[src/srh_pkg.sv]
// Shared types, codes and constants for the sorted range histogram.
`default_nettype none

package srh_pkg;

    // Fixed field widths
    localparam int IDX_W   = 10;
    localparam int PTR_W   = 11;
    localparam int CNT_W   = 31;
    localparam int VAL_W   = 32;
    localparam int OP_W    = 2;
    localparam int STS_W   = 2;

    // Default table depth
    localparam int MAX_RANGES_DEF = 1024;

    // Saturation limit of a range count
    localparam logic [CNT_W-1:0] COUNT_MAX = {CNT_W{1'b1}};

    // Operation codes
    localparam logic [OP_W-1:0] OP_LOAD  = 2'd0;
    localparam logic [OP_W-1:0] OP_COUNT = 2'd1;
    localparam logic [OP_W-1:0] OP_READ  = 2'd2;
    localparam logic [OP_W-1:0] OP_NONE  = 2'd3;

    // Status codes
    localparam logic [STS_W-1:0] STS_OK    = 2'd0;
    localparam logic [STS_W-1:0] STS_PAST  = 2'd1;
    localparam logic [STS_W-1:0] STS_BELOW = 2'd2;
    localparam logic [STS_W-1:0] STS_INDEX = 2'd3;

    // One table entry: bounds plus count
    typedef struct packed {
        logic signed [VAL_W-1:0] lower;
        logic signed [VAL_W-1:0] upper;
        logic [CNT_W-1:0]        count;
    } t_entry;

    // One accepted item
    typedef struct packed {
        logic [OP_W-1:0]         op;
        logic [IDX_W-1:0]        idx;
        logic signed [VAL_W-1:0] lower;
        logic signed [VAL_W-1:0] upper;
        logic signed [VAL_W-1:0] sample;
    } t_item;

    // One result item
    typedef struct packed {
        logic [CNT_W-1:0] count;
        logic [IDX_W-1:0] hit;
        logic [STS_W-1:0] status;
    } t_result;

    // What the evaluator decides for one cycle of work
    typedef struct packed {
        logic    advance;   // move scan past current range, read the next
        logic    finish;    // result is ready
        logic    wr_en;     // write the entry back
        logic    rewind;    // clear the scan pointer
        t_entry  wr_entry;
        t_result res;
    } t_decision;

endpackage

`default_nettype wire

[src/srh_eval.sv]
// Per-cycle evaluation of one table entry against the item in flight.
`default_nettype none

module srh_eval (
    input  var srh_pkg::t_item     i_item,
    input  var srh_pkg::t_entry    i_entry,
    input  var logic [10:0]        i_ptr,
    input  var logic [10:0]        i_active,
    output var srh_pkg::t_decision o_dec
);
    import srh_pkg::*;

    logic             idx_bad;
    logic             ptr_end;
    logic [CNT_W-1:0] cnt_inc;

    assign idx_bad = ({1'b0, i_item.idx} >= i_active);
    assign ptr_end = (i_ptr >= i_active);
    assign cnt_inc = (i_entry.count == COUNT_MAX) ? i_entry.count
                                                  : i_entry.count + 1'b1;

    always_comb begin
        o_dec            = '0;
        o_dec.wr_entry   = i_entry;
        unique case (i_item.op)
            OP_LOAD: begin
                o_dec.finish   = 1'b1;
                o_dec.res.hit  = i_item.idx;
                if (idx_bad) begin
                    o_dec.res.status = STS_INDEX;
                end else begin
                    o_dec.wr_en          = 1'b1;
                    o_dec.rewind         = 1'b1;
                    o_dec.wr_entry.lower = i_item.lower;
                    o_dec.wr_entry.upper = i_item.upper;
                    o_dec.wr_entry.count = '0;
                    o_dec.res.status     = STS_OK;
                end
            end
            OP_COUNT: begin
                if (ptr_end) begin
                    // ran off the last range
                    o_dec.finish     = 1'b1;
                    o_dec.res.status = STS_PAST;
                end else if (i_entry.upper <= i_item.sample) begin
                    o_dec.advance = 1'b1;
                end else if (i_item.sample < i_entry.lower) begin
                    // gap or unsorted sample: report, do not count
                    o_dec.finish     = 1'b1;
                    o_dec.res.count  = i_entry.count;
                    o_dec.res.hit    = i_ptr[IDX_W-1:0];
                    o_dec.res.status = STS_BELOW;
                end else begin
                    o_dec.finish         = 1'b1;
                    o_dec.wr_en          = 1'b1;
                    o_dec.wr_entry.count = cnt_inc;
                    o_dec.res.count      = cnt_inc;
                    o_dec.res.hit        = i_ptr[IDX_W-1:0];
                    o_dec.res.status     = STS_OK;
                end
            end
            OP_READ: begin
                o_dec.finish  = 1'b1;
                o_dec.res.hit = i_item.idx;
                if (idx_bad) begin
                    o_dec.res.status = STS_INDEX;
                end else begin
                    o_dec.res.count  = i_entry.count;
                    o_dec.res.status = STS_OK;
                end
            end
            default: begin
                o_dec.finish = 1'b1;
            end
        endcase
    end

endmodule

`default_nettype wire

[config.mk]
export PLATFORM = sky130hd
export DESIGN_NAME = srh_eval
export DESIGN_NICKNAME = d
export VERILOG_FILES = /design/src/srh_pkg.sv /design/src/srh_eval.sv
export SDC_FILE = /design/constraint.sdc
export NUM_CORES = 1
export LEC_CHECK = 0
export ABC_AREA = 1
export BUFFER_PORTS_ARGS = -buffer_cell sky130_fd_sc_hd__buf_2
export CAP_MARGIN = 5
export CORE_AREA = 5 5 138 140
export DETAILED_ROUTE_END_ITERATION = 12
export DIE_AREA = 0 0 143 145
export PLACE_DENSITY = 0.59
export SETUP_SLACK_MARGIN = 0.02
export SYNTH_ARGS = -nofsm -noshare
export SYNTH_HDL_FRONTEND = slang
export SYNTH_SLANG_ARGS = --single-unit
[constraint.sdc]
create_clock -name vclk -period 6.75
set_input_delay 1.6875 -clock vclk [all_inputs]
set_output_delay 1.6875 -clock vclk [all_outputs]
set_load 0.05 [all_outputs]
# Yosys cells after proc, flatten, opt, wreduce, memory -nomap -nowiden
# Cells that the tools add are included.
# Widths: inputs -> output; s select.
[classes]
n_addsub = 1
n_lt_le_gt_ge = 4
eq_ne = 3
muxes = 22
reduce_logical = 2
[op_table]
columns = ["op", "count"]
rows = [
  ["$pmux 31 s2", 2],
  ["$mux 97", 1],
  ["$mux 31", 3],
  ["$mux 74", 1],
  ["$mux 72", 1],
  ["$mux 65", 1],
  ["$mux 43", 1],
  ["$le 32x32->1", 1],
  ["$lt 32x32->1", 1],
  ["$add 31x1->31 const B", 1],
  ["$eq 31x31->1 const B", 1],
  ["$pmux 12 s2", 1],
  ["$ge 10x11->1", 1],
  ["$ge 11x11->1", 1],
  ["$mux 1", 7],
  ["$mux 2", 3],
  ["$eq 2x1->1 const B", 1],
  ["$eq 2x2->1 const B", 1],
  ["$logic_not 2->1", 1],
  ["$pmux 1 s2", 1],
  ["$reduce_or 2->1", 1],
]
[totals]
ff_bits = 0
in_bits = 225
out_inout_bits = 142
word_cells = 32

# Longest topological paths before layout
[depth]
depth_word = 6
ltp_mapped = 20
mapped_depth_nobuf = 19

# Least setup slack after synthesis
# Ideal clock, no wire load.
[synth_timing]
path_type = "input-to-output"
startpoint = "input i_entry[94] (netlist bit)"
endpoint = "output o_dec[139] (netlist bit)"
arrival_time_ns = 4.097
required_time_ns = 5.062
slack_ns = 0.966
path_stages = 11
n_path_buf = 1
cell_sequence = "inv_1 > ha_1 > nand2_1 > nor2_1 > nor3b_2 > and3_1 > nand2_1 > nand3_2 > nand2_2 > buf_2 > o21ai_0"
[synth_lines]
columns = ["item", "line", "text"]
rows = [
  ["from (decl)", "srh_eval.sv:6", "input var srh_pkg::t_entry i_entry,"],
  ["to (decl)", "srh_eval.sv:9", "output var srh_pkg::t_decision o_dec"],
]

==> metrics.md <==
| Metric | Value |
|---|---|
| Status | `finished, final reports clean` |
| WL per Instance | `15.2 um` |
| Row cnt | `49` |
| Setup violators final | `0` |
| Die area | `0.0207 mm2` |
| Total setup buffers inserted after CTS | `0` |
| Register Area | `0 um2` |
| Least-Margin Pin Slew | `1.23 ns` |
| Vias | `7437` |
| FFs & Latches | `0` |
| Comb power frac | `100.0%` |
| RSZ-0062 raised after global routing | `false` |
| Layout Nets | `1636` |
| P_int | `206 uW` |
| Final hold vios | `0` |
| Gr usage total | `20.8%` |
| Critical Path Source Type | `input port` |
| First-pass GRT wire length | `35700 um` |
| Clkbuf count | `0` |
| Setup TNS | `0 ns` |
| Period utilisation layout | `93.1%` |
| Max_cap viols | `0` |
| Total leakage power | `4.40 nW` |
| Worst setup path category | `in -> out` |
| Crit-path max FO | `20` |
| HPWL after DPL | `20400 um` |
| Worst path top cell family by delay | `simple AND/OR/NAND/NOR gates` |
| Die height | `145 um` |
| Arrival time worst endpoint | `4.60 ns` |
| Largest net degree at the start of global routing | `98` |
| Post-Layout Cell Count | `1551` |
| TritonRoute pass-1 iters | `5` |
| # IOs | `367` |
| Share of cells above drive strength 1 | `30.2%` |
| Crit path required time | `5.06 ns` |
| Post-Synthesis Cells | `982` |
| Routability cong. | `0.929` |
| Initial antenna violation count | `2` |
| Synth-to-Final Area Change | `41.5%` |
| Fmax | `159 MHz` |
| Detailed Route Iter0 Violations | `360` |
| Initial core utilization | `28.7%` |
| Worst slack, placed | `0.401 ns` |
| Worst-path cell chain | `buf_2 > inv_1 > ha_1 > nand2_1 > nor2_1 > nand4_1 > nor2_1 > nand2_1 > nand3_1 > nand3_1 > o21ai_1 > nand3b_1 > buf_12 > nand2_1 > nand2_1 > buf_2` |
| Rel. slew slack | `18.3%` |
| Worst path buffer plus inverter count | `4` |
| Syn avg cell area | `5.18 um2` |
| Placed insts | `1549` |
| DRC viols | `0` |
| Worst vdd ir | `0.0657 mV` |
| Top cell by count, worst path | `nand2_1` |
| Drt total wl | `23500 um` |
| Worst path slowest cell | `nand3b_1` |
| P_sw | `532 uW` |
| Via density per instance | `4.79` |
| Critical path's largest stage delay | `0.42 ns` |
| Power Density | `103 mW/mm2` |
| Core Region | `0.0177 mm2` |
| Mapped cell area | `0.00509 mm2` |
| CTS resizes | `0` |
| Sequential-to-total area share from yosys stat | `0%` |
| Slew Limit Fails | `0` |
| Worst hold path type | `in -> out` |
| Number of global-route vias before repair | `6870` |
| Clock power share | `0%` |
| Overflow after GRT | `0` |
| Worst Setup End Kind | `output port` |
| Seq pwr share | `0%` |
| Antenna Nets Post-Route | `0` |
| Final WS setup | `0.463 ns` |
| Cts hold-fix bufs | `0` |
| Die Wd | `143 um` |
| Count of input and output buffers | `367` |
| Syn. warnings | `0` |
| Synth cell types | `30` |
| Final min period | `6.29 ns` |
| Sw frac | `72.1%` |
| Syn nets | `1296` |
| Final core utilization | `40.6%` |
cells in the mapped netlist:
cell,instances,area (um2)
and3_1,2,12.5
nor2_1,57,214
nand2_1,348,1310
a21oi_1,82,410
nor3b_2,1,12.5
nand3_2,5,50.1
clkbuf_1,16,60.1
buf_2,17,85.1
nor4_4,1,21.3
inv_2,5,18.8
nand4_4,1,21.3
a221oi_1,1,8.76
o21ai_0,49,245
inv_1,139,522
nor2_4,1,11.3
nor3_1,7,35.0
nand3b_1,5,37.5
ha_1,89,1110
nand4_1,28,175
o21a_1,3,22.5
nand3_1,84,420
o21bai_1,16,120
nor2_2,4,25.0
nor3_2,3,30.0
nor4_1,3,18.8
buf_6,1,11.3
clkinv_1,1,3.75
o21ai_1,8,40.0
buf_4,3,22.5
nand2_2,2,12.5
layout make-up:
class	count	area [um2]
inverters	145	544
well taps	229	287
diodes	2	5.00
repair buffers	375	2000
multi-input cells	800	4360
fillers	2022	10500
worst min-delay path: stages:
cell	delay, ns
buf_2	0.09
nand2_1	0.05
nand2_1	0.04
buf_2	0.20
metal layers:
metal / routed length [um] / global-route usage (%) / part of all wire, %
met1: 10100 / 27.5 / 43
met2: 10900 / 36.2 / 46
met3: 1920 / 2.86 / 8.2
met4: 583 / 3.71 / 2.5
met5: 0 / 0 / 0
worst paths after layout:
check             startpoint         to  depth (start not counted)
setup / recovery  i_item[31]  o_dec[46]                         16
hold / removal    i_item[51]  o_dec[93]                          4
cells in the final DEF (no fill, tap or decap), types with 16 or more instances in the layout:
| cell type | n |
|---|---|
| nand3_1 | 84 |
| o21bai_1 | 16 |
| nand2_1 | 348 |
| nor2_1 | 57 |
| inv_1 | 139 |
| o21ai_0 | 49 |
| a21oi_1 | 82 |
| nand4_1 | 28 |
| buf_2 | 362 |
| ha_1 | 89 |
power by group through the flow:
stage / combinational, mW / clock, mW / sequential (mW)
2_1_floorplan: 0.505 / 0 / 0
3_5_place_dp: 0.740 / 0 / 0
5_1_grt: 0.805 / 0.0000000396 / 0
6_report: 0.738 / 0.0000000396 / 0
4_1_cts: 0.743 / 0 / 0
3_3_place_gp: 0.738 / 0 / 0
per-stage QoR:
step	total power, mW	hold slack [ns]	instance area [um2]
after floorplan	0.505	3.69	5090
after global placement	0.738	3.76	7190
after detailed placement	0.740	3.76	7190
after CTS	0.743	3.76	7190
after global routing	0.805	3.77	7200
final	0.738	3.76	7200
logic make-up (layout without fill, tap and decap cells):
| family | after synthesis | in the layout | share of synthesized area, % |
|---|---|---|---|
| and+or+nand+nor | 552 | 552 | 47.2 |
| buffers and inverters | 182 | 520 | 14.2 |
| AOI/OAI and AO/OA | 159 | 159 | 16.7 |
| adders and majority gates | 89 | 89 | 21.9 |
| other | 0 | 2 | 0 |
Note: power is estimated with default switching activity, not from simulation.
